==> config.mk <==
export PLATFORM = sky130hd
export DESIGN_NAME = bks_queue
export DESIGN_NICKNAME = d
export VERILOG_FILES = /design/src/rtl/core/bks_queue.sv
export SDC_FILE = /design/constraint.sdc
export NUM_CORES = 1
export LEC_CHECK = 0
export BUFFER_PORTS_ARGS = -buffer_cell sky130_fd_sc_hd__buf_2
export CAP_MARGIN = 20
export CELL_PAD_IN_SITES_DETAIL_PLACEMENT = 0
export CELL_PAD_IN_SITES_GLOBAL_PLACEMENT = 2
export CORE_UTILIZATION = 39
export CTS_BUF_LIST = sky130_fd_sc_hd__clkbuf_4
export DETAILED_ROUTE_END_ITERATION = 8
export PLACE_DENSITY_LB_ADDON = 0.15
export SLEW_MARGIN = 10
export SYNTH_ARGS = -nofsm -noshare
export SYNTH_HDL_FRONTEND = slang
export SYNTH_SLANG_ARGS = --single-unit
==> constraint.sdc <==
create_clock -name clk -period 2.8 [get_ports clk]
set_input_delay 0.14 -clock clk [delete_from_list [all_inputs] [get_ports clk]]
set_output_delay 0.14 -clock clk [all_outputs]
set_load 0.05 [all_outputs]
==> src/rtl/core/bks_queue.sv <==
`timescale 1ns / 1ps

// Two-entry queue between the front and back ends.
module bks_queue #(
  parameter int DW = 8
) (
  input  logic          clk,
  input  logic          rst_n,
  input  logic          wr_valid,
  output logic          wr_ready,
  input  logic [DW-1:0] wr_data,
  output logic          rd_valid,
  input  logic          rd_ready,
  output logic [DW-1:0] rd_data
);

  logic [DW-1:0] slot_r [2];
  logic          wp_r;
  logic          rp_r;
  logic [1:0]    cnt_r;
  logic          push;
  logic          pop;

  assign wr_ready = (cnt_r != 2'd2);
  assign rd_valid = (cnt_r != 2'd0);
  assign rd_data  = slot_r[rp_r];
  assign push     = wr_valid && wr_ready;
  assign pop      = rd_valid && rd_ready;

  always_ff @(posedge clk) begin
    if (!rst_n) begin
      wp_r  <= 1'b0;
      rp_r  <= 1'b0;
      cnt_r <= 2'd0;
    end else begin
      if (push) begin
        slot_r[wp_r] <= wr_data;
        wp_r         <= !wp_r;
      end
      if (pop) begin
        rp_r <= !rp_r;
      end
      cnt_r <= cnt_r + {1'b0, push} - {1'b0, pop};
    end
  end

endmodule

# [Word level (Yosys, flattened, before mapping)]
# Memory sizes are Yosys's and may differ from the RTL's. A register that Yosys moved wholly into a read port is not among the register bits.
# Cells that the tools add are included.
[word_totals] mem_bits_rw=16 in_bits=12 out_inout_bits=10 mem_count=1 reg_bits=4
[classes] muxes=5 addsub=2 reduce_logical=5 eq_ne=1
[memory_table] name="slot_r" depth=2 word_bits=8 rd=1 rd_ports_with_merged_regs=1 wr=1 line_no="17" rtl="logic [DW-1:0] slot_r [2];"
[ops] cell="1-bit two-way mux" count=5
[ops] cell="2-bit by 1-bit adder with 2-bit output" count=1
[ops] cell="1-bit logical AND" count=2
[ops] cell="1-bit logical NOT" count=2
[ops] cell="2-bit inequality test (second input constant)" count=1
[ops] cell="2-bit nonzero test" count=1
[ops] cell="2-bit by 1-bit subtractor with 2-bit output" count=1

# [Logic depth before layout (Yosys ltp)]
# Gate-level depths: netlist (run 1).
[logic_depth] ltp_word=5 ltp_mapped=9

# [Worst setup path before layout (run 1)]
# OpenSTA, ideal clock, no wires.
[synth_path] kind="reg-to-reg" from="reg cnt_r[0]" to="reg cnt_r[1]" stages_incl_launch_ff=10 required_ns=2.685 setup_time_ns=0.115 slack_ns=0.969 arrival_ns=1.716 path_buffers=0 cell_sequence="dfxtp_1 nand2b_2 and2_4 inv_1 ha_1 inv_1 ha_1 xnor2_1 xnor2_1 and2_1"
[synth_between] elab_chain_cells=4 word_cells_on_any_way=6 classes_between="2 x add/sub; 1 x eq/ne; 3 x reduce/logical"
[synth_lines] element="start, declared" line_no="20" rtl="logic [1:0] cnt_r;"
[synth_lines] element="start signal, assigned" line_no="43" rtl="cnt_r <= cnt_r + {1'b0, push} - {1'b0, pop};"
[synth_lines] element="2-bit inequality test" line_no="24" rtl="assign wr_ready = (cnt_r != 2'd2);"
[synth_lines] element="named net wr_ready" line_no="10" rtl="output logic wr_ready,"
[synth_lines] element="1-bit logical AND" line_no="27" rtl="assign push = wr_valid && wr_ready;"
[synth_lines] element="2-bit by 1-bit adder with 2-bit output" line_no="43"
[synth_lines] element="2-bit by 1-bit subtractor with 2-bit output" line_no="43"
# The timed path passes the listed nets, and every way through them passes these cells.
# A chain may end at the register's enable or synchronous reset.

# [Final worst setup path (run 1)]
[layout_path] from="reg cnt_r[0]" to="reg cnt_r[1]"
[layout_between] elab_chain_cells=4 word_cells_on_any_way=6 classes_between="2 x add/sub; 1 x eq/ne; 3 x reduce/logical"
[layout_lines] element="2-bit inequality test" line_no="24"
[layout_lines] element="1-bit logical AND" line_no="27"
[layout_lines] element="2-bit by 1-bit adder with 2-bit output" line_no="43"
[layout_lines] element="2-bit by 1-bit subtractor with 2-bit output (*)" line_no="43"
# Mark *: on every way between the ends. The rest lies on a longest branch, timed or not.

==> out/metrics.yaml, run 1 <==
fp.dieH_microns: 47.8
dpl.cell_count: 97
area_growth_pct: 20.1
synth_compound_area_frac: 0.0184
synthArstFlopShare: 0
post-route-cell-area_sq_um: 981
relSlewSlack: 0.558
synth_top_area_cell: "edfxtp_1"
peakVddDrop_v: 0.000476
antenna_cells: 0
initial_core_util: 0.416
grt_pass1_vias: 405
post_cts_resized: 0
path_cells: "nand2b_2 > and2_4 > inv_1 > ha_1 > inv_1 > ha_1 > xnor2_1 > xnor2_1 > and2_1"
hold_buffers: 0
core_sq_um: 1960
netlist.area_leader.share: 0.588
p_clk_frac: 0.164
layout-drive-gt1-share: 0.473
place_hpwl_microns: 797
drv_cap: 0
ant_nets: 0
hp-class: "in2reg"
die-area_sq_um: 2280
critPathKind: "reg2reg"
syn_area_sq_um: 817
synth-seq-cells: 21
postCtsSetupRepairBufs: 0
yosys.area_share.simple: 0.0827
wl_met2_microns: 572
outcome: "finished clean"
max_stage_delay_ns: 0.38
cp.required_ns: 2.99
clkTransAtPathRegs_ns: 0.11
setup-tns-final_ns: 0
power_frac_comb: 0.380
synthAdderAreaFrac: 0.0306
numCtsBuffers: 3
cts_root_buffer: "clkbuf_4"
yosysWarningCount: 0
htree_levels: 1
synthTopCellsByArea: "edfxtp_1, dfxtp_1, mux2_2, xnor2_1, ha_1"
hold_viol: 0
drtIter0Drc: 2
synth_most_common_cell: "edfxtp_1"
seqPwrFrac: 0.456
tightest_slew_ns: 0.660
synth_common_cells: "edfxtp_1, mux2_2, dfxtp_1"
fin_ws_ns: 1.12
place_area_sq_um: 951
place_ws_ns: 1.13
firstDrtPassIters: 2
critPathSlowestCell: "dfxtp_1"
ios: 22
wl_met1_microns: 438
highest_layer: "met4"
setup_viol: 0
fillers: 191
fin_crit_sh: 0.600
synth_edf_count: 16
ys_types: 19
multi_input_area_sq_um: 224
swShare: 0.373
clkLatencyLatePin_ns: 0.29
synthMuxAreaShare: 0.110
drc: 0
fin_cells: 101
whs_ns: 0.0255
synth_top_family_by_area: "multiplexers"
cp_max_fo: 4
syn_avg_cell_area_sq_um: 16.3
clock_skew_ns: 0.00461
fmax_ghz: 0.595
syn_inst: 50
p_leak_nw: 0.386
intPower_mw: 0.567
syn-num-nets: 64
powerDensity_nw_per_um2: 922
grt_max_degree: 12
drt_wl_total_mm: 1.08
cts_buffer_depth: 2
routedWlPerCell_microns: 10.7
tritoncts: "done"
critical_path_arrival_ns: 1.87
p_switching_mw: 0.338
yosys.area_share.xor_xnor: 0.0322
die_x_microns: 47.8
worst_setup_path_start_kind: "flop"
grt_pass1_wl_mm: 1.63
rows: 16
gp_congestion: 0.633
slew_violations: 0
globalRoute.totalOverflow: 0
met3_length_microns: 57
end_kind: "flop"
nets: 89
synth-main-ff-cell: "edfxtp_1"
rsz0062_at_grt: "false"
track_usage: 0.113
timing.final.crit_period_ns: 1.68
synth-seq-area-share: 0.711
cts.sinks: 21
vias_per_cell: 4.50
vias: 454
antenna_found_initial: 0
regArea_sq_um: 581
portBuffers: 21
==> cell usage in the layout (no fill, tap or decap), types with 2 or more instances in the layout <==
| cell | Yosys | routed |
|---|---|---|
| clkbuf_4 | 0 | 4 |
| ha_1 | 2 | 2 |
| and2_1 | 2 | 2 |
| buf_2 | 1 | 21 |
| dfxtp_1 | 5 | 5 |
| mux2_1 | 2 | 2 |
| edfxtp_1 | 16 | 16 |
| nor2b_1 | 2 | 2 |
| xnor2_1 | 3 | 3 |
| mux2_2 | 6 | 6 |
| inv_1 | 2 | 2 |
==> path summary, 6_finish.rpt <==
check             startpoint            to  slack [ns]  depth (start not counted)
setup / recovery    cnt_r[0]      cnt_r[1]        1.12                          9
hold / removal    wr_data[0]  slot_r[0][0]        0.03                          1
setup reg to reg    cnt_r[0]      cnt_r[1]        1.12                          9
hold reg to reg         wp_r          wp_r        0.50                          1
==> registers in the layout (all words and copies together) (netlist names), named ones only <==
name	count
slot_r	16
cnt_r	2
rp_r	1
wp_r	1
==> power groups by stage <==
stage	Sequential, mW	Combinational, mW	Clock, mW
floorplan	0.403	0.301	0
global placement	0.422	0.348	0
detailed placement	0.421	0.347	0
CTS	0.414	0.348	0.157
global route	0.421	0.377	0.165
finish	0.413	0.343	0.148
==> per-layer routing <==
layer  up-vias  track usage
met5         -            0
met4         0        0.100
met3         2       0.0377
met2        12        0.178
met1       214        0.119
li1        226            -
==> stage by stage <==
step | power (mW) | utilization
floorplan | 0.704 | -
global placement | 0.770 | 0.485
detailed placement | 0.768 | 0.485
CTS | 0.920 | 0.500
global route | 0.963 | 0.500
finish | 0.905 | 0.500
==> area by class of cell <==
type                    count  area share
well taps                  27      0.0344
repair buffers             21       0.107
multi-input cells          26       0.228
inverters                   2     0.00765
clock buffers               4      0.0306
flip-flops and latches     21       0.592
==> cell families (layout without fill, tap and decap cells) <==
group	count (synthesis)	count (layout)
flip-flops	21	21
AND/OR/NAND/NOR	11	11
multiplexers	8	8
XOR/XNOR	3	3
buffers and inverters	3	27
adder cells (fa/ha/maj)	2	2
AO/OA/AOI/OAI	2	2
==> worst max-delay path, delay by kind of cell (launching register included) <==
kind	cells	cell delay, ns
adders and majority gates	2	0.43
DFF	1	0.38
buffers and inverters	2	0.07
xor gates and xnor gates	2	0.25
and+or+nand+nor	3	0.46
No activity file was read; power rests on OpenSTA's default activity.
==> run 2: changes to the inputs <==
Settings changed: ABC_AREA set to 1, CORE_UTILIZATION 39 to 32.
Clock period 2.8 ns to 1.51 ns, I/O delays scaled along.
==> run 2 against run 1 <==
Against the previous run: combinational power rose to 2.6 times the previous value; cell area rose by 21%; worst setup slack got worse by 1.0 ns; die area rose by 28%; first-iteration DRC count rose by 50%; maximum frequency rose by 20%; synthesized cell count rose by 28%; largest power group is now combinational logic; routed wire length rose by 32%; area after synthesis rose by 5.7%; sequential share of layout area fell by 9.9 points.
==> out/metrics.yaml, run 2 <==
top_register: "slot_r"
grt_pass1_vias: 538
p_leak_nw: 0.515
tritoncts: "done"
power_frac_comb: 0.459
swShare: 0.403
hold_viol: 0
top_regs: "slot_r x16, cnt_r x2"
cts_buffer_depth: 2
vias_per_cell: 4.28
hp-class: "in2reg"
fillers: 252
synth-main-ff-cell: "edfxtp_1"
synth-seq-cells: 21
tightest_slew_ns: 0.355
grt_pass1_wl_mm: 2.21
path_cells: "inv_2 > nand2_4 > nand2_4 > ha_4 > inv_1 > ha_2 > inv_1 > nand2_2 > nand3_2 > nand2_1 > nor2_1"
dpl.cell_count: 117
synth_common_cells: "edfxtp_1, nand2_1, inv_1"
antenna_cells: 0
setup-tns-final_ns: 0
seqPwrFrac: 0.400
powerDensity_nw_per_um2: 1640
htree_levels: 1
synthArstFlopShare: 0
relSlewSlack: 0.763
firstDrtPassIters: 2
place_area_sq_um: 1030
synth-seq-area-share: 0.672
netlist.area_leader.share: 0.557
rr_startpoint: "cnt_r[0]"
peakVddDrop_v: 0.000775
critical_path_arrival_ns: 1.64
timing.final.crit_period_ns: 1.40
post-route-cell-area_sq_um: 1180
syn-num-nets: 78
slew_violations: 0
clkTransAtPathRegs_ns: 0.11
track_usage: 0.114
r2r_end: "cnt_r[1]"
p_clk_frac: 0.141
whs_ns: 0.0379
die-area_sq_um: 2910
ant_nets: 0
max_stage_delay_ns: 0.38
gp_congestion: 0.648
drt_wl_total_mm: 1.42
fin_cells: 130
largest_reg_flops: 16
core_sq_um: 2520
antenna_found_initial: 0
final_common_cell: "buf_2"
critPathKind: "reg2reg"
numCtsBuffers: 3
drtIter0Drc: 3
worst_setup_path_start_kind: "flop"
initial_core_util: 0.342
ys_types: 10
fmax_ghz: 0.712
syn_inst: 64
layout-drive-gt1-share: 0.490
synth_top_area_cell: "edfxtp_1"
rows: 18
clock_skew_ns: 0.00126
synthTopCellsByArea: "edfxtp_1, mux2_4, dfxtp_1, nand2_1, inv_1"
drc: 0
cp_max_fo: 3
critPathLaunch: "cnt_r[0]"
cp_num_buf_inv: 3
globalRoute.totalOverflow: 0
intPower_mw: 1.16
synth_most_common_cell: "edfxtp_1"
setup_viol: 0
fin_crit_sh: 0.930
crit_family: "simple AND/OR/NAND/NOR gates"
yosysWarningCount: 0
fp.dieH_microns: 53.9
routedWlPerCell_microns: 10.9
cp.depth: 11
critPathSlowestCell: "dfxtp_2"
synth_edf_count: 16
end_kind: "flop"
rr_worst_depth: 11
worstSetupEndpoint: "cnt_r[1]"
reg2reg_slack_ns: 0.11
syn_area_sq_um: 863
clkLatencyLatePin_ns: 0.29
nets: 115
outcome: "finished clean"
cts.sinks: 21
grt_max_degree: 12
p_switching_mw: 0.781
die_x_microns: 53.9
cp.required_ns: 1.74
portBuffers: 21
mostFrequentLayoutCells: "buf_2, edfxtp_1, inv_1, mux2_4, dlygate4sd3_1"
area_growth_pct: 37.1
cts_root_buffer: "clkbuf_4"
drv_cap: 0
vias: 556
ios: 22
syn_avg_cell_area_sq_um: 13.5
-- run 2: worst min-delay path by stage --
stage	depth (start not counted)	slack [ns]	endpoint	start
3_5_place_dp	1	0.27	slot_r[1][3]	wr_data[3]
5_1_grt	3	0.03	cnt_r[0]	rst_n
3_3_place_gp	1	0.26	slot_r[0][3]	wr_data[3]
4_1_cts	3	0.03	cnt_r[0]	rst_n
6_report	3	0.04	cnt_r[0]	rst_n
2_1_floorplan	2	0.17	cnt_r[0]	rst_n
-- run 2: what timing repair did --
action                                 in CTS  in global routing
hold buffers                                8                  0
endpoints found under the hold margin      16                  0
setup buffers                               0                  1
setup endpoints to repair                   0                  1
gates resized for setup                     0                 10
-- run 2: worst register-to-register path, delay by kind of cell, from the launching register on --
| family | cells | cell delay [ns] |
|---|---|---|
| DFF | 1 | 0.38 |
| adders and majority gates | 2 | 0.41 |
| and+or+nand+nor | 6 | 0.41 |
| buffers and inverters | 3 | 0.15 |
-- run 2: final cells by class --
type                            instances  area [sq um]  area share
Clock buffer                            4          30.0      0.0254
Timing Repair Buffer                   33           215       0.182
Tap cell                               30          37.5      0.0317
Sequential cell                        21           583       0.493
Inverter                                9          33.8      0.0285
Multi-Input combinational cell         33           284       0.240
-- run 2: power groups by stage --
stage | logic (mW) | clock network, mW | registers [mW]
after floorplan | 0.657 | 0 | 0.766
after global placement | 0.799 | 0 | 0.776
after detailed placement | 0.803 | 0 | 0.779
after CTS | 0.822 | 0.292 | 0.766
after global routing | 0.971 | 0.314 | 0.789
final | 0.890 | 0.274 | 0.776
-- run 2: cell families (layout without fill, tap and decap cells) --
logic type / Yosys count / in the layout / share of synthesized area
AND/OR/NAND/NOR: 22 / 22 / 0.101
buffers and inverters: 10 / 46 / 0.0522
adder cells (fa/ha/maj): 2 / 2 / 0.0290
flip-flops: 21 / 21 / 0.672
AO/OA/AOI/OAI: 1 / 1 / 0.00579
multiplexers: 8 / 8 / 0.139
-- run 2: layer usage --
metal	vias up	global-route usage	routed length (microns)	share of wire
li1	285	-	-	-
met1	258	0.132	585	0.41
met2	11	0.185	772	0.54
met3	2	0.0339	51	0.036
met4	0	0.0658	10	0.0071
met5	-	0	0	0
-- run 2: stage by stage --
stage | util | setup slack [ns] | power (mW)
2_1_floorplan | - | 0.00673 | 1.42
3_3_place_gp | 0.407 | 0.0558 | 1.58
3_5_place_dp | 0.407 | 0.0289 | 1.58
4_1_cts | 0.451 | 0.0122 | 1.88
5_1_grt | 0.469 | -0.0429 | 2.08
6_report | 0.469 | 0.105 | 1.94
==> run 3: changes to the inputs <==
Settings changed: RECOVER_POWER set to 50.
==> run 3 against run 2 <==
Against the previous run: first-iteration DRC count did not move; sequential share of layout area rose by 0.16 points; power barely moved; routed wire length fell by 0.28%; critical path type unchanged; register-to-register slack barely moved; worst setup slack did not move; global-route usage did not move; sequential power barely moved; utilization fell by 0.15 points; die area did not move; count of clock-buffer cells in the layout did not move.
==> out/metrics.yaml, run 3 (synthesized netlist as in run 2, its figures left out) <==
fp.dieH_microns: 53.9
r2r_end: "cnt_r[1]"
vias_per_cell: 4.28
globalRoute.totalOverflow: 0
vias: 556
die-area_sq_um: 2910
fin_crit_sh: 0.930
portBuffers: 21
cts_root_buffer: "clkbuf_4"
fmax_ghz: 0.712
critical_path_arrival_ns: 1.64
nets: 115
cp.required_ns: 1.74
die_x_microns: 53.9
cts.sinks: 21
peakVddDrop_v: 0.000775
path_cells: "inv_2 > nand2_4 > nand2_4 > ha_4 > inv_1 > ha_2 > inv_1 > nand2_2 > nand3_2 > nand2_1 > nor2_1"
clkTransAtPathRegs_ns: 0.11
cp_max_fo: 3
grt_pass1_vias: 538
drv_cap: 0
layout-drive-gt1-share: 0.460
core_sq_um: 2520
worst_setup_path_start_kind: "flop"
hp-class: "in2reg"
routedWlPerCell_microns: 10.9
tritoncts: "done"
fin_cells: 130
hp-start: "rst_n"
dpl.cell_count: 117
grt_max_degree: 12
area_growth_pct: 36.7
gp_congestion: 0.648
slew_violations: 0
cts_buffer_depth: 2
ant_nets: 0
relSlewSlack: 0.762
powerDensity_nw_per_um2: 1640
htree_levels: 1
top_regs: "slot_r x16, cnt_r x2"
p_leak_nw: 0.507
final_common_cell: "buf_2"
rr_startpoint: "cnt_r[0]"
clkLatencyLatePin_ns: 0.29
initial_core_util: 0.342
max_stage_delay_ns: 0.38
ios: 22
worstSetupEndpoint: "cnt_r[1]"
antenna_cells: 0
top_register: "slot_r"
largest_reg_flops: 16
critPathKind: "reg2reg"
setup_viol: 0
antenna_found_initial: 0
reg2reg_slack_ns: 0.11
timing.final.crit_period_ns: 1.40
firstDrtPassIters: 2
rows: 18
tightest_slew_ns: 0.357
mostFrequentLayoutCells: "buf_2, edfxtp_1, inv_1, mux2_4, dlygate4sd3_1"
critPathSlowestCell: "dfxtp_2"
fillers: 253
drt_wl_total_mm: 1.41
grt_pass1_wl_mm: 2.21
clock_skew_ns: 0.00126
critPathLaunch: "cnt_r[0]"
drtIter0Drc: 3
numCtsBuffers: 3
outcome: "finished clean"
rr_worst_depth: 11
finalPower_mw: 1.94
hold_viol: 0
track_usage: 0.114
drc: 0
end_kind: "flop"
run 3: critical path: cells and delay by family, from the launching register on:
kind	cells	cell delay (ns)
simple gates	6	0.41
fa+ha+maj	2	0.41
buf+inv	3	0.15
flops	1	0.38
run 3: how the worst min path moves through the flow:
stage | to | slack [ns] | depth (start not counted)
CTS | cnt_r[0] | 0.03 | 3
detailed placement | slot_r[1][3] | 0.27 | 1
global route | cnt_r[0] | 0.03 | 3
global placement | slot_r[0][3] | 0.26 | 1
finish | cnt_r[0] | 0.04 | 3
floorplan | cnt_r[0] | 0.17 | 2
run 3: area by class of cell:
type | count | area, sq um | area share
Sequential cell | 21 | 583 | 0.494
Multi-Input combinational cell | 33 | 284 | 0.241
Timing Repair Buffer | 33 | 211 | 0.179
Tap cell | 30 | 37.5 | 0.0318
Inverter | 9 | 33.8 | 0.0286
Clock buffer | 4 | 30.0 | 0.0255
run 3: layer usage:
layer / GRT usage / routed length, microns / up-vias
met5: 0 / 0 / -
met4: 0.0658 / 10 / 0
met2: 0.185 / 771 / 11
met3: 0.0339 / 51 / 2
li1: - / - / 285
met1: 0.132 / 580 / 258
run 3: repair_timing:
action                                  CTS  global route
endpoints found under the setup margin    0             1
resized for setup                         0            10
buffers inserted                          0             1
hold buffers                              8             0
hold endpoints to repair                 16             0
run 3: power breakdown:
group / internal [mW] / total, mW / switching, mW
clock: 0.121 / 0.274 / 0.154
combinational: 0.317 / 0.889 / 0.572
sequential: 0.720 / 0.776 / 0.0558
run 3: metrics by stage:
step	setup WS [ns]	util	area (sq um)	TNS [ns]	hold slack (ns)
after floorplan	0.00673	-	873	0	0.169
after global placement	0.0558	0.407	1030	0	0.263
after detailed placement	0.0289	0.407	1030	0	0.266
after CTS	0.0122	0.451	1140	0	0.0297
after global routing	-0.0429	0.468	1180	-0.0429	0.0331
final	0.105	0.468	1180	0	0.0379
