===== config.mk =====
export PLATFORM = sky130hd
export DESIGN_NAME = bks_front_flat
export DESIGN_NICKNAME = d
export VERILOG_FILES = /design/src/rtl/core/bks_pkg.sv /design/src/rtl/core/bks_if.sv /design/src/rtl/core/bks_front.sv /design/src/flat_wrapper.sv
export SDC_FILE = /design/constraint.sdc
export NUM_CORES = 1
export LEC_CHECK = 0
export ABC_AREA = 1
export BUFFER_PORTS_ARGS = -buffer_cell sky130_fd_sc_hd__buf_2
export CAP_MARGIN = 20
export CORE_ASPECT_RATIO = 0.7
export CORE_MARGIN = 8
export CORE_UTILIZATION = 55
export DETAILED_ROUTE_END_ITERATION = 12
export PLACE_DENSITY = 0.81
export REMOVE_ABC_BUFFERS = 1
export SLEW_MARGIN = 20
export SYNTH_ARGS = -nofsm -noshare
export SYNTH_HDL_FRONTEND = slang
export SYNTH_SLANG_ARGS = --single-unit

===== constraint.sdc =====
create_clock -name clk -period 15.1 [get_ports clk]
set_input_delay 0.755 -clock clk [delete_from_list [all_inputs] [get_ports clk]]
set_output_delay 0.755 -clock clk [all_outputs]
set_load 0.01 [all_outputs]

===== src/rtl/core/bks_pkg.sv =====
`timescale 1ns / 1ps

package bks_pkg;

  // Fixed field widths of the command and result channels.
  localparam int KEY_W  = 32;
  localparam int CMD_W  = 2;
  localparam int STAT_W = 2;

  // Default sizes.
  localparam int BUCKETS_DEF      = 97;
  localparam int POOL_ENTRIES_DEF = 4096;

  // Command codes. The spare code is carried out as a look-up.
  localparam logic [CMD_W-1:0] CMD_INSERT = 2'd0;
  localparam logic [CMD_W-1:0] CMD_ERASE  = 2'd1;
  localparam logic [CMD_W-1:0] CMD_LOOKUP = 2'd2;
  localparam logic [CMD_W-1:0] CMD_SPARE  = 2'd3;

  // Status codes.
  localparam logic [STAT_W-1:0] ST_OK     = 2'd0;
  localparam logic [STAT_W-1:0] ST_DUP    = 2'd1;
  localparam logic [STAT_W-1:0] ST_FULL   = 2'd2;
  localparam logic [STAT_W-1:0] ST_ABSENT = 2'd3;

endpackage


===== src/rtl/core/bks_if.sv =====
`timescale 1ns / 1ps

// Command channel.
interface bks_in_if;
  logic                        valid;
  logic                        ready;
  logic [bks_pkg::CMD_W-1:0]   command;
  logic [bks_pkg::KEY_W-1:0]   key;

  modport source (output valid, output command, output key, input ready);
  modport sink   (input valid, input command, input key, output ready);
endinterface



===== src/rtl/core/bks_front.sv =====
`timescale 1ns / 1ps

// Front end: takes a command and works out the key's bucket in fold, reciprocal and
// remainder phases. The four key bytes are folded into a short weighted sum that
// keeps the remainder, and the sum is reduced with a reciprocal multiply. The
// classified command is then handed to the queue.
module bks_front #(
  parameter int BUCKETS = bks_pkg::BUCKETS_DEF
) (
  input  logic                    clk,
  input  logic                    rst_n,
  bks_in_if.sink                  in_ch,
  output logic                    q_valid,
  input  logic                    q_ready,
  output logic [bks_pkg::CMD_W+bks_pkg::KEY_W+$clog2(BUCKETS)-1:0] q_data
);

  localparam int BW = $clog2(BUCKETS);
  // The weighted byte sum stays below 2^SW.
  localparam int SW = BW + 10;
  // The reciprocal is exact for every sum below 2^SW with this shift.
  localparam int SH = SW + BW;
  localparam int MW = SW + 2;
  localparam int XW = SW + MW;
  localparam logic [SW-1:0] W1    = SW'(256 % BUCKETS);
  localparam logic [SW-1:0] W2    = SW'(65536 % BUCKETS);
  localparam logic [SW-1:0] W3    = SW'((1 << 24) % BUCKETS);
  localparam logic [SW-1:0] BDIV  = SW'(BUCKETS);
  localparam logic [MW-1:0] RECIP =
    MW'(((64'd1 << SH) + 64'(BUCKETS) - 64'd1) / 64'(BUCKETS));

  typedef enum logic [1:0] {PH_FOLD, PH_RECIP, PH_REM} phase_t;

  logic                       busy_r;
  logic                       done_r;
  phase_t                     ph_r;
  logic [bks_pkg::CMD_W-1:0]  cmd_r;
  logic [bks_pkg::KEY_W-1:0]  key_r;
  logic [SW-1:0]              sum_r;
  logic [SW-1:0]              quo_r;
  logic [BW-1:0]              rem_r;
  logic [SW-1:0]              sum_nxt;
  logic [XW-1:0]              prod;
  logic [SW-1:0]              quo_nxt;
  logic [SW-1:0]              diff;

  // Byte fold, quotient estimate and remainder, one per phase.
  always_comb begin
    sum_nxt = SW'(key_r[7:0])
            + SW'(key_r[15:8]) * W1
            + SW'(key_r[23:16]) * W2
            + SW'(key_r[31:24]) * W3;
    prod    = XW'(sum_r) * XW'(RECIP);
    quo_nxt = SW'(prod >> SH);
    diff    = sum_r - quo_r * BDIV;
  end

  always_ff @(posedge clk) begin
    if (!rst_n) begin
      busy_r <= 1'b0;
      done_r <= 1'b0;
      ph_r   <= PH_FOLD;
    end else if (!busy_r) begin
      if (in_ch.valid) begin
        busy_r <= 1'b1;
        cmd_r  <= in_ch.command;
        key_r  <= in_ch.key;
        ph_r   <= PH_FOLD;
      end
    end else if (!done_r) begin
      unique case (ph_r)
        PH_FOLD: begin
          sum_r <= sum_nxt;
          ph_r  <= PH_RECIP;
        end
        PH_RECIP: begin
          quo_r <= quo_nxt;
          ph_r  <= PH_REM;
        end
        PH_REM: begin
          rem_r  <= diff[BW-1:0];
          done_r <= 1'b1;
        end
        default: begin
          ph_r <= PH_FOLD;
        end
      endcase
    end else if (q_ready) begin
      busy_r <= 1'b0;
      done_r <= 1'b0;
    end
  end

  assign in_ch.ready = !busy_r;
  assign q_valid     = busy_r && done_r;
  assign q_data      = {cmd_r, key_r, rem_r};

endmodule


===== src/flat_wrapper.sv =====
// flat-port wrapper written by rule: the top's interface ports become plain ports
module bks_front_flat 
#(
  parameter int BUCKETS = bks_pkg::BUCKETS_DEF
)
  (clk, rst_n, q_valid, q_ready, q_data, in_ch_valid, in_ch_command, in_ch_key, in_ch_ready);
  bks_in_if in_ch_i ();
  input  logic clk;
  input  logic rst_n;
  output logic q_valid;
  input  logic q_ready;
  output logic [bks_pkg::CMD_W+bks_pkg::KEY_W+$clog2(BUCKETS)-1:0] q_data;
  input wire logic [$bits(in_ch_i.valid)-1:0] in_ch_valid;
  input wire logic [$bits(in_ch_i.command)-1:0] in_ch_command;
  input wire logic [$bits(in_ch_i.key)-1:0] in_ch_key;
  output wire logic [$bits(in_ch_i.ready)-1:0] in_ch_ready;
  assign in_ch_i.valid = in_ch_valid;
  assign in_ch_i.command = in_ch_command;
  assign in_ch_i.key = in_ch_key;
  assign in_ch_ready = in_ch_i.ready;
  bks_front #(.BUCKETS(BUCKETS)) u_core (.clk(clk), .rst_n(rst_n), .in_ch(in_ch_i), .q_valid(q_valid), .q_ready(q_ready), .q_data(q_data));
endmodule

* After elaboration in Yosys (flattened, before gate mapping) *
Index checks and enable logic that the tools add are counted.
W data, S select, Z words.

word-level totals
  register bits = 73
  input port bits = 38
  output and inout bits = 43
  word-level logic and storage cells = 42

operators by class
  add/subtract/negate cells = 4
  multipliers = 5
  equal/unequal tests = 4
  muxes and demuxes = 10
  bitwise logic cells = 2
  reductions and logical operators = 9

operator list
  operator                  number
  $mul A17 B18 Y35 const B  1
  $add A17 B14 Y17          1
  $add A17 B15 Y17          1
  $add A8 B14 Y15           1
  $mul A8 B6 Y14 const B    1
  $mul A8 B5 Y13 const B    1
  $reduce_and A4 Y1         3
  $mul A11 B7 Y7 const B    1
  $mul A8 B2 Y10 const B    1
  $sub A7 B7 Y7             1
  $mux W1                   6
  $mux W2                   3
  $pmux W2 S3               1
  $reduce_and A3 Y1         2
  $ne A2 B2 Y1 const B      2
  $eq A2 B1 Y1 const B      1
  $eq A2 B2 Y1 const B      1
  $logic_not A2 Y1          1
  $not A1 Y1                2
  $reduce_bool A2 Y1        1
  $logic_and A1 B1 Y1       1
  $logic_not A1 Y1          1

* Longest topological paths before layout *
Gate-level depths: netlist (run 1).

  depth in word-level cells = 4
  mapped depth = 33
  gate-level depth less buffers = 33

* Worst setup path after synthesis (run 1) *
Ideal clock, no wire load.

  path kind = reg-to-reg
  start point = register u_core.key_r[9] (netlist bit)
  end point = register u_core.sum_r[13], data pin
  library setup time = 252 ps
  arrival = 6,244 ps
  required time = 14,848 ps
  slack = 8,604 ps
  stages on the path, launching flop included = 31
  path buffers = 0
  clock period less this slack = 6,496 ps
  path through = edfxtp_1 inv_1 fa_1 inv_1 fa_1 inv_1 fa_1 inv_1 ha_1 nand2_1 nand3_1 xnor2_1 inv_1 ha_1 a21oi_1 o21a_1 nand2_1 xor2_1 fa_1 inv_1 fa_1 fa_1 inv_1 ha_1 a21oi_1 o21ai_0 o21bai_1 nand3_1 nand2_1 nand2_1 nand2_1

between the ends
  cells in the longest elaborated chain, start to end = 4

RTL lines
  element                       RTL line         text
  from (decl)                   bks_front.sv:38  logic [bks_pkg::KEY_W-1:0] key_r;
  from (signal assigned)        bks_front.sv:67  key_r <= in_ch.key;
  $mul A8 B5 Y13                bks_front.sv:50  + SW'(key_r[15:8]) * W1
  $add A8 B14 Y15               bks_front.sv:50
  $add A17 B14 Y17              bks_front.sv:51  + SW'(key_r[23:16]) * W2
  $add A17 B15 Y17              bks_front.sv:52  + SW'(key_r[31:24]) * W3;
  named net u_core.sum_nxt[13]  bks_front.sv:42  logic [SW-1:0] sum_nxt;
  to (signal assigned)          bks_front.sv:73  sum_r <= sum_nxt;
  to (decl)                     bks_front.sv:39  logic [SW-1:0] sum_r;

The timed path passes the listed nets, and every way through them passes these cells.
A chain may end at the register's enable or synchronous reset.

* Worst setup path in the final report (run 1) *
  start point = register u_core.key_r[8] (netlist bit)
  end point = register u_core.sum_r[12], data pin

Same word-level chain as after synthesis.

==> flow_summary.yaml, run 1 <==
synth:
  synth-edff-count: 65
  synth_ff_type: "edfxtp_1"
  async_flop_share: 0
  synthCells: 1165
  synth.avg_cell_area_sq_um: 9.20
  synth_warnings: 0
  synth_seq_cells: 69
  syn_area_sq_um: 10700
  netlist-cell-type-count: 32
  yosys.area.top_type: "ha_1"
  synth_area_leaders: "ha_1, fa_1, edfxtp_1, inv_1, nand2_1"
  ys_seq_area_frac: 0.190
  synthTopCellsByCount: "inv_1, ha_1, nand2_1"
  yosysTopAreaCellShare: 0.247
  synth.most_common_cell: "inv_1"
grt:
  antenna_found_initial: 1
  grt_pass1_wl_um: 39000
  grt_max_degree: 35
  grt_pass1_vias: 7952
  track_usage: 0.200
  gr-total-overflow: 0
floorplan:
  die_h_um: 133
  dieArea_sq_um: 24300
  core-area_sq_um: 19000
  die_x_um: 183
  io_pins: 81
  start_util: 0.563
  fp-row-count: 42
critical_path:
  cp_slowest_cell: "fa_1"
  cp-end-kind: "flop"
  path_max_fanout: 6
  cpPeakStageDelay_ns: 0.60
  start_kind: "flop"
  crit_top_cell: "nand2_1"
  path_class: "reg2reg"
  cp.arrival_ns: 7.24
  cp_top_family: "adder cells"
  worst-path-buf-inv: 6
  cp.required_ns: 15.19
clocking:
  cts_buffer_depth: 2
  cts_root_buf: "clkbuf_16"
  cts_tree: "done"
  cts.repair.resized: 0
  cts_made_buffers: 9
  cts_setup_buffers: 0
  clk_pin_slew_ns: 0.06
  clkSinkCount: 69
  clk_latency_ns: 0.34
  htreeDepth: 3
  hold_buffers: 0
min_path:
  hold_path_class: "reg2reg"
detailed_routing:
  routed_wl_um: 23800
  drt_iter0_drc: 556
  drcViolationCount: 0
  ant_nets: 0
  wire_per_inst_um: 15.6
  dr.pass1.iters: 5
  vias: 7925
  viasPerCell: 5.19
sta:
  final.setup.tns_ns: 0
  slew_viol_final: 0
  setup_viol: 0
  rsz0062_at_grt: "no"
  hold_viol: 0
  tightest_slew_ns: 1.02
  min_period_ns: 7.14
  post-route-period-util: 0.473
  clock.fmax_ghz: 0.140
  finClkSkew_ns: 0.0100
  slew_headroom: 0.322
placed_design:
  port-buffer-count: 80
  dp_hpwl_um: 20100
  dpl_cell_area_sq_um: 11500
  gp_congestion: 0.906
final_layout:
  diodes: 0
  area_growth_pct: 10.1
  nets: 1637
  fillers: 1591
  stdcell_area_sq_um: 11800
  drive_gt1_frac: 0.0966
outcome:
  status: "finished clean"
job:
  max_cap_viol_count: 0
==> final cells by class <==
type / instances / area, sq um / area share
Multi-Input combinational cell: 798 / 7580 / 0.642
Sequential cell: 69 / 2030 / 0.172
Inverter: 298 / 1120 / 0.0948
Timing Repair Buffer: 82 / 415 / 0.0352
Tap cell: 264 / 330 / 0.0280
Clock buffer: 11 / 243 / 0.0206
Clock inverter: 5 / 83.8 / 0.00710
==> path summary, 6_finish.rpt <==
check,start,to,slack [ns],cells past startpoint
max,u_core.key_r[8],u_core.sum_r[12],7.96,31
min,u_core.done_r,u_core.done_r,0.47,2
max reg2reg,u_core.key_r[8],u_core.sum_r[12],7.96,31
min reg2reg,u_core.done_r,u_core.done_r,0.47,2
==> layer usage <==
metal  wire length (um)  part of all wire  vias to the layer above  track usage
met1              11200              0.47                     3769        0.279
li1                   -                 -                     3891            -
met3               1960             0.083                       23       0.0563
met5                 12           0.00050                        -            0
met4                229            0.0096                        2       0.0360
met2              10300              0.43                      240        0.309
==> worst min-delay path, cell delays in order (launching register included) <==
cell and delay [ns]:
dfxtp_1 0.31, inv_1 0.06, a21oi_1 0.06
==> layout by cell type (no fill, tap or decap), drive strengths merged <==
cell      netlist  final
inv           297    297
ha            212    212
nand2         185    185
fa            129    129
buf             0     82
edfxtp         65     65
a21oi          56     56
nand3          47     47
nor2           43     43
xor2           27     27
o21ai          25     25
nand4          18     18
xnor2          18     18
clkbuf          0     11
nor3            9      9
o21bai          8      8
a21o            7      7
dfxtp           4      4
nor4            4      4
or2             3      3
o21a            2      2
clkinvlp        0      2
bufinv          0      2
clkinv          1      2
a31oi           1      1
o2111ai         1      1
a221oi          1      1
a21boi          1      1
nand3b          1      1
==> kinds of logic (layout without fill, tap and decap cells) <==
logic type | after synthesis | count (layout) | share of synthesized area
fa+ha+maj | 341 | 341 | 0.488
flops | 69 | 69 | 0.190
compound gates | 102 | 102 | 0.0530
xor+xnor | 45 | 45 | 0.0368
buf+inv | 298 | 396 | 0.104
simple gates | 310 | 310 | 0.128
==> per-stage QoR <==
stage          worst slack (ns)  hold WS, ns  utilization  std cells
6_report                   7.96        0.471        0.620       1527
5_1_grt                    7.53        0.495        0.620       1527
4_1_cts                    7.97        0.475        0.620       1527
3_5_place_dp               8.05        0.464        0.603       1511
3_3_place_gp               8.32        0.458        0.603       1511
2_1_floorplan              8.60        0.443            -       1165
==> state kept, by name, indices dropped and copies added (netlist names) <==
name           count
u_core.key_r      32
u_core.sum_r      17
u_core.quo_r       7
u_core.rem_r       7
u_core.cmd_r       2
u_core.ph_r        2
u_core.busy_r      1
u_core.done_r      1
Power of run 1 is left out: the tool's default activity adds up to more than one toggle a clock period on the data nets, which glitch-free logic cannot reach.
==> run 2, diff against run 1 <==
--- a/config.mk
+++ b/config.mk
@@ -12,7 +12,7 @@
 export CORE_MARGIN = 8
 export CORE_UTILIZATION = 55
 export DETAILED_ROUTE_END_ITERATION = 12
-export PLACE_DENSITY = 0.81
+export PLACE_DENSITY = 0.84
 export REMOVE_ABC_BUFFERS = 1
 export SLEW_MARGIN = 20
 export SYNTH_ARGS = -nofsm -noshare
==> constraint.sdc (replaced) <==
create_clock -name clk -period 6.05 [get_ports clk]
set_input_delay 0.3025 -clock clk [delete_from_list [all_inputs] [get_ports clk]]
set_output_delay 0.3025 -clock clk [all_outputs]
set_load 0.01 [all_outputs]
==> flow_summary.yaml, run 2 (synthesis results as in run 1) <==
outcome:
  status: "complete, but fails checks"
  violations: "negative setup slack"
clocking:
  clkSinkCount: 69
  cts_buffer_depth: 2
  clk_latency_ns: 0.37
  cts_tree: "done"
  cts_made_buffers: 9
  htreeDepth: 3
  clk_pin_slew_ns: 0.07
  cts_root_buf: "clkbuf_16"
grt:
  track_usage: 0.233
  grt_pass1_wl_um: 44900
  antenna_found_initial: 0
  grt_pass1_vias: 8960
  grt_max_degree: 35
  gr-total-overflow: 0
critical_path:
  r2r_end: "u_core.sum_r[13]"
  reg2reg_slack_ns: -0.91
  cp-end-kind: "flop"
  path_max_fanout: 5
  r2r_start: "u_core.key_r[10]"
  cp_slowest_cell: "fa_1"
  rr_worst_depth: 31
  cpPeakStageDelay_ns: 0.52
  path_class: "reg2reg"
  cp.required_ns: 6.17
  cp.arrival_ns: 7.07
  start_kind: "flop"
sta:
  setup_viol: 11
  slew_headroom: 0.307
  hold_viol: 0
  finClkSkew_ns: 0.0123
  tightest_slew_ns: 1.04
  final.setup.tns_ns: -6.69
  clock.fmax_ghz: 0.144
  slew_viol_final: 0
  fin_ws_ns: -0.907
  rsz0062_at_grt: "yes"
  min_period_ns: 6.96
  post-route-period-util: 1.15
  holdWs_ns: 0.101
placed_design:
  dpl_cell_area_sq_um: 11900
  dp_hpwl_um: 20700
  port-buffer-count: 80
  gp_congestion: 0.916
detailed_routing:
  ant_nets: 0
  drcViolationCount: 0
  viasPerCell: 5.61
  dr.pass1.iters: 6
  routed_wl_um: 31600
  wire_per_inst_um: 19.8
  drt_iter0_drc: 912
  vias: 8986
floorplan:
  start_util: 0.563
  core-area_sq_um: 19000
  die_h_um: 133
  die_x_um: 183
  dieArea_sq_um: 24300
  fp-row-count: 42
  io_pins: 81
final_layout:
  fin_util: 0.685
  area_growth_pct: 21.6
  seq_area_sq_um: 2030
  multiInputGateArea_sq_um: 8250
  nets: 1711
  final_cell_mix: "inv_1, ha_1, nand2_1, fa_1, buf_2"
  largest_register_ff_count: 32
  top_register: "u_core.key_r"
  drive_gt1_frac: 0.228
  layout_commonest_cell: "inv_1"
  top_regs: "u_core.key_r x32, u_core.sum_r x17"
  stdcell_area_sq_um: 13000
  fillers: 1286
  diodes: 0
min_path:
  hold_path_end: "u_core.cmd_r[1]"
  min-delay-start: "in_ch_command[1]"
  hold_path_class: "in2reg"
  hold_path_depth: 1
job:
  max_cap_viol_count: 0
==> run 2: how the worst max path moves through the flow <==
stage / start / endpoint / depth (start not counted)
CTS: u_core.key_r[10] / u_core.sum_r[14] / 32
detailed placement: u_core.key_r[9] / u_core.sum_r[13] / 33
finish: u_core.key_r[10] / u_core.sum_r[13] / 31
global route: u_core.key_r[10] / u_core.sum_r[13] / 32
global placement: u_core.key_r[9] / u_core.sum_r[13] / 33
floorplan: u_core.key_r[9] / u_core.sum_r[13] / 30
==> run 2: layer usage <==
metal	track usage	wire length, um	share of wire
met1	0.296	12300	0.39
met2	0.368	14500	0.46
met3	0.0678	3140	0.099
met4	0.0950	1720	0.055
met5	0	0	0
==> run 2: what timing repair did <==
item | CTS | global route
hold buffers | 0 | 0
gates cloned | 0 | 0
gates resized for setup | 78 | 78
endpoints found under the setup margin | 11 | 12
buffers inserted | 14 | 7
pin swaps | 38 | 51
==> run 2: critical path: cells and delay by family (launching register included) <==
kind	cells	cell delay [ns]
AOI/OAI and AO/OA	3	0.67
xor gates and xnor gates	2	0.35
adders and majority gates	9	3.66
buffers and inverters	9	0.78
DFF	1	0.42
and+or+nand+nor	8	0.81
==> run 2: final cells by class <==
cell class              instances  area share
repair buffers                156      0.0783
multi-input cells             798       0.633
clock inverters                 7     0.00394
well taps                     264      0.0254
clock buffers                   9      0.0173
flip-flops and latches         69       0.156
inverters                     298      0.0859
==> run 2: stage by stage <==
step,setup slack (ns),instances
2_1_floorplan,-0.446,1165
3_3_place_gp,-0.599,1569
3_5_place_dp,-0.787,1569
4_1_cts,-0.440,1597
5_1_grt,-1.04,1601
6_report,-0.907,1601
Power of run 2 is left out for the same reason.
==> run 3, diff against run 2 <==
--- a/config.mk
+++ b/config.mk
@@ -10,9 +10,9 @@
 export CAP_MARGIN = 20
 export CORE_ASPECT_RATIO = 0.7
 export CORE_MARGIN = 8
-export CORE_UTILIZATION = 55
+export CORE_UTILIZATION = 45
 export DETAILED_ROUTE_END_ITERATION = 12
-export PLACE_DENSITY = 0.84
+export PLACE_DENSITY = 0.72
 export REMOVE_ABC_BUFFERS = 1
 export SLEW_MARGIN = 20
 export SYNTH_ARGS = -nofsm -noshare
==> flow_summary.yaml, run 3 (synthesis results as in run 1) <==
outcome:
  status: "complete, but fails checks"
  violations: "negative setup slack"
sta:
  post-route-period-util: 1.09
  setup_viol: 9
  fin_ws_ns: -0.517
  hold_viol: 0
  tightest_slew_ns: 1.01
  final.setup.tns_ns: -3.29
  rsz0062_at_grt: "yes"
  slew_viol_final: 0
  min_period_ns: 6.57
  finClkSkew_ns: 0.00918
  clock.fmax_ghz: 0.152
  slew_headroom: 0.324
critical_path:
  path_max_fanout: 6
  crit_top_cell: "inv_2"
  endpoint: "u_core.sum_r[13]"
  startpoint: "u_core.key_r[9]"
  cp-end-kind: "flop"
  cp.required_ns: 6.17
  reg2reg_slack_ns: -0.52
  cpPeakStageDelay_ns: 0.58
  r2r_start: "u_core.key_r[9]"
  rr_worst_depth: 31
  cp_slowest_cell: "fa_1"
  r2r_end: "u_core.sum_r[13]"
  path_class: "reg2reg"
  cp.arrival_ns: 6.68
  start_kind: "flop"
clocking:
  cts_buffer_depth: 2
  clkSinkCount: 69
  htreeDepth: 3
  cts_made_buffers: 9
  cts_root_buf: "clkbuf_16"
  clk_pin_slew_ns: 0.06
  clk_latency_ns: 0.36
  hold_buffers: 0
  cts_tree: "done"
final_layout:
  multiInputGateArea_sq_um: 8180
  seq_area_sq_um: 2030
  largest_register_ff_count: 32
  top_register: "u_core.key_r"
  final_cell_mix: "inv_1, ha_1, nand2_1, fa_1, buf_4"
  top_regs: "u_core.key_r x32, u_core.sum_r x17"
  fillers: 1974
  layout_commonest_cell: "inv_1"
  diodes: 0
  area_growth_pct: 22.7
  drive_gt1_frac: 0.231
  nets: 1728
min_path:
  hold_path_class: "in2reg"
  min-delay-start: "in_ch_key[24]"
detailed_routing:
  dr.pass1.iters: 5
  ant_nets: 0
  wire_per_inst_um: 15.1
  vias: 8396
  drcViolationCount: 0
  viasPerCell: 5.02
  routed_wl_um: 25300
  drt_iter0_drc: 411
floorplan:
  io_pins: 81
  start_util: 0.456
  die_h_um: 145
  core-area_sq_um: 23500
  die_x_um: 200
  fp-row-count: 47
  dieArea_sq_um: 29100
grt:
  grt_pass1_vias: 8429
  grt_max_degree: 35
  grt_pass1_wl_um: 41400
  track_usage: 0.173
  antenna_found_initial: 0
  gr-total-overflow: 0
placed_design:
  gp_congestion: 0.881
  port-buffer-count: 80
  dp_hpwl_um: 20500
  place_ws_ns: -0.808
job:
  max_cap_viol_count: 0
[run 3: what timing repair did]
item / in CTS / in global routing
resized for setup: 90 / 48
setup endpoints to repair: 11 / 12
pin swaps: 70 / 52
endpoints found under the hold margin: 0 / 0
setup buffers: 17 / 9
[run 3: final cells by class]
type                    count  area share
well taps                 318      0.0302
inverters                 298      0.0850
clock inverters             7     0.00561
repair buffers            173      0.0858
clock buffers               9      0.0171
flip-flops and latches     69       0.154
multi-input cells         798       0.622
[run 3: critical path, delay by kind of cell (launching register included)]
family	cells	cell delay, ns
compound gates	3	0.51
xor+xnor	2	0.31
fa+ha+maj	9	3.64
buf+inv	9	0.65
flops	1	0.44
simple gates	8	0.78
[run 3: how the worst min path moves through the flow]
stage	to	slack, ns	cells past startpoint
floorplan	u_core.cmd_r[0]	0.40	0
global placement	u_core.done_r	0.46	2
detailed placement	u_core.done_r	0.48	2
CTS	u_core.key_r[24]	0.10	1
global route	u_core.key_r[22]	0.10	1
finish	u_core.key_r[24]	0.11	1
[run 3: through the flow]
| stage | hold slack (ns) | area (sq um) | std cells | util |
|---|---|---|---|---|
| 4_1_cts | 0.103 | 12900 | 1663 | 0.548 |
| 2_1_floorplan | 0.401 | 10700 | 1165 | - |
| 3_5_place_dp | 0.475 | 12000 | 1631 | 0.512 |
| 6_report | 0.113 | 13200 | 1672 | 0.559 |
| 5_1_grt | 0.103 | 13200 | 1672 | 0.559 |
| 3_3_place_gp | 0.465 | 12000 | 1631 | 0.512 |
[run 3: metal layers]
metal / GRT usage / share of wire / vias up
li1: - / - / 4063
met5: 0 / 0 / -
met2: 0.264 / 0.45 / 235
met3: 0.0447 / 0.074 / 20
met1: 0.245 / 0.46 / 4078
met4: 0.0349 / 0.0090 / 0
Power of run 3 is left out for the same reason.
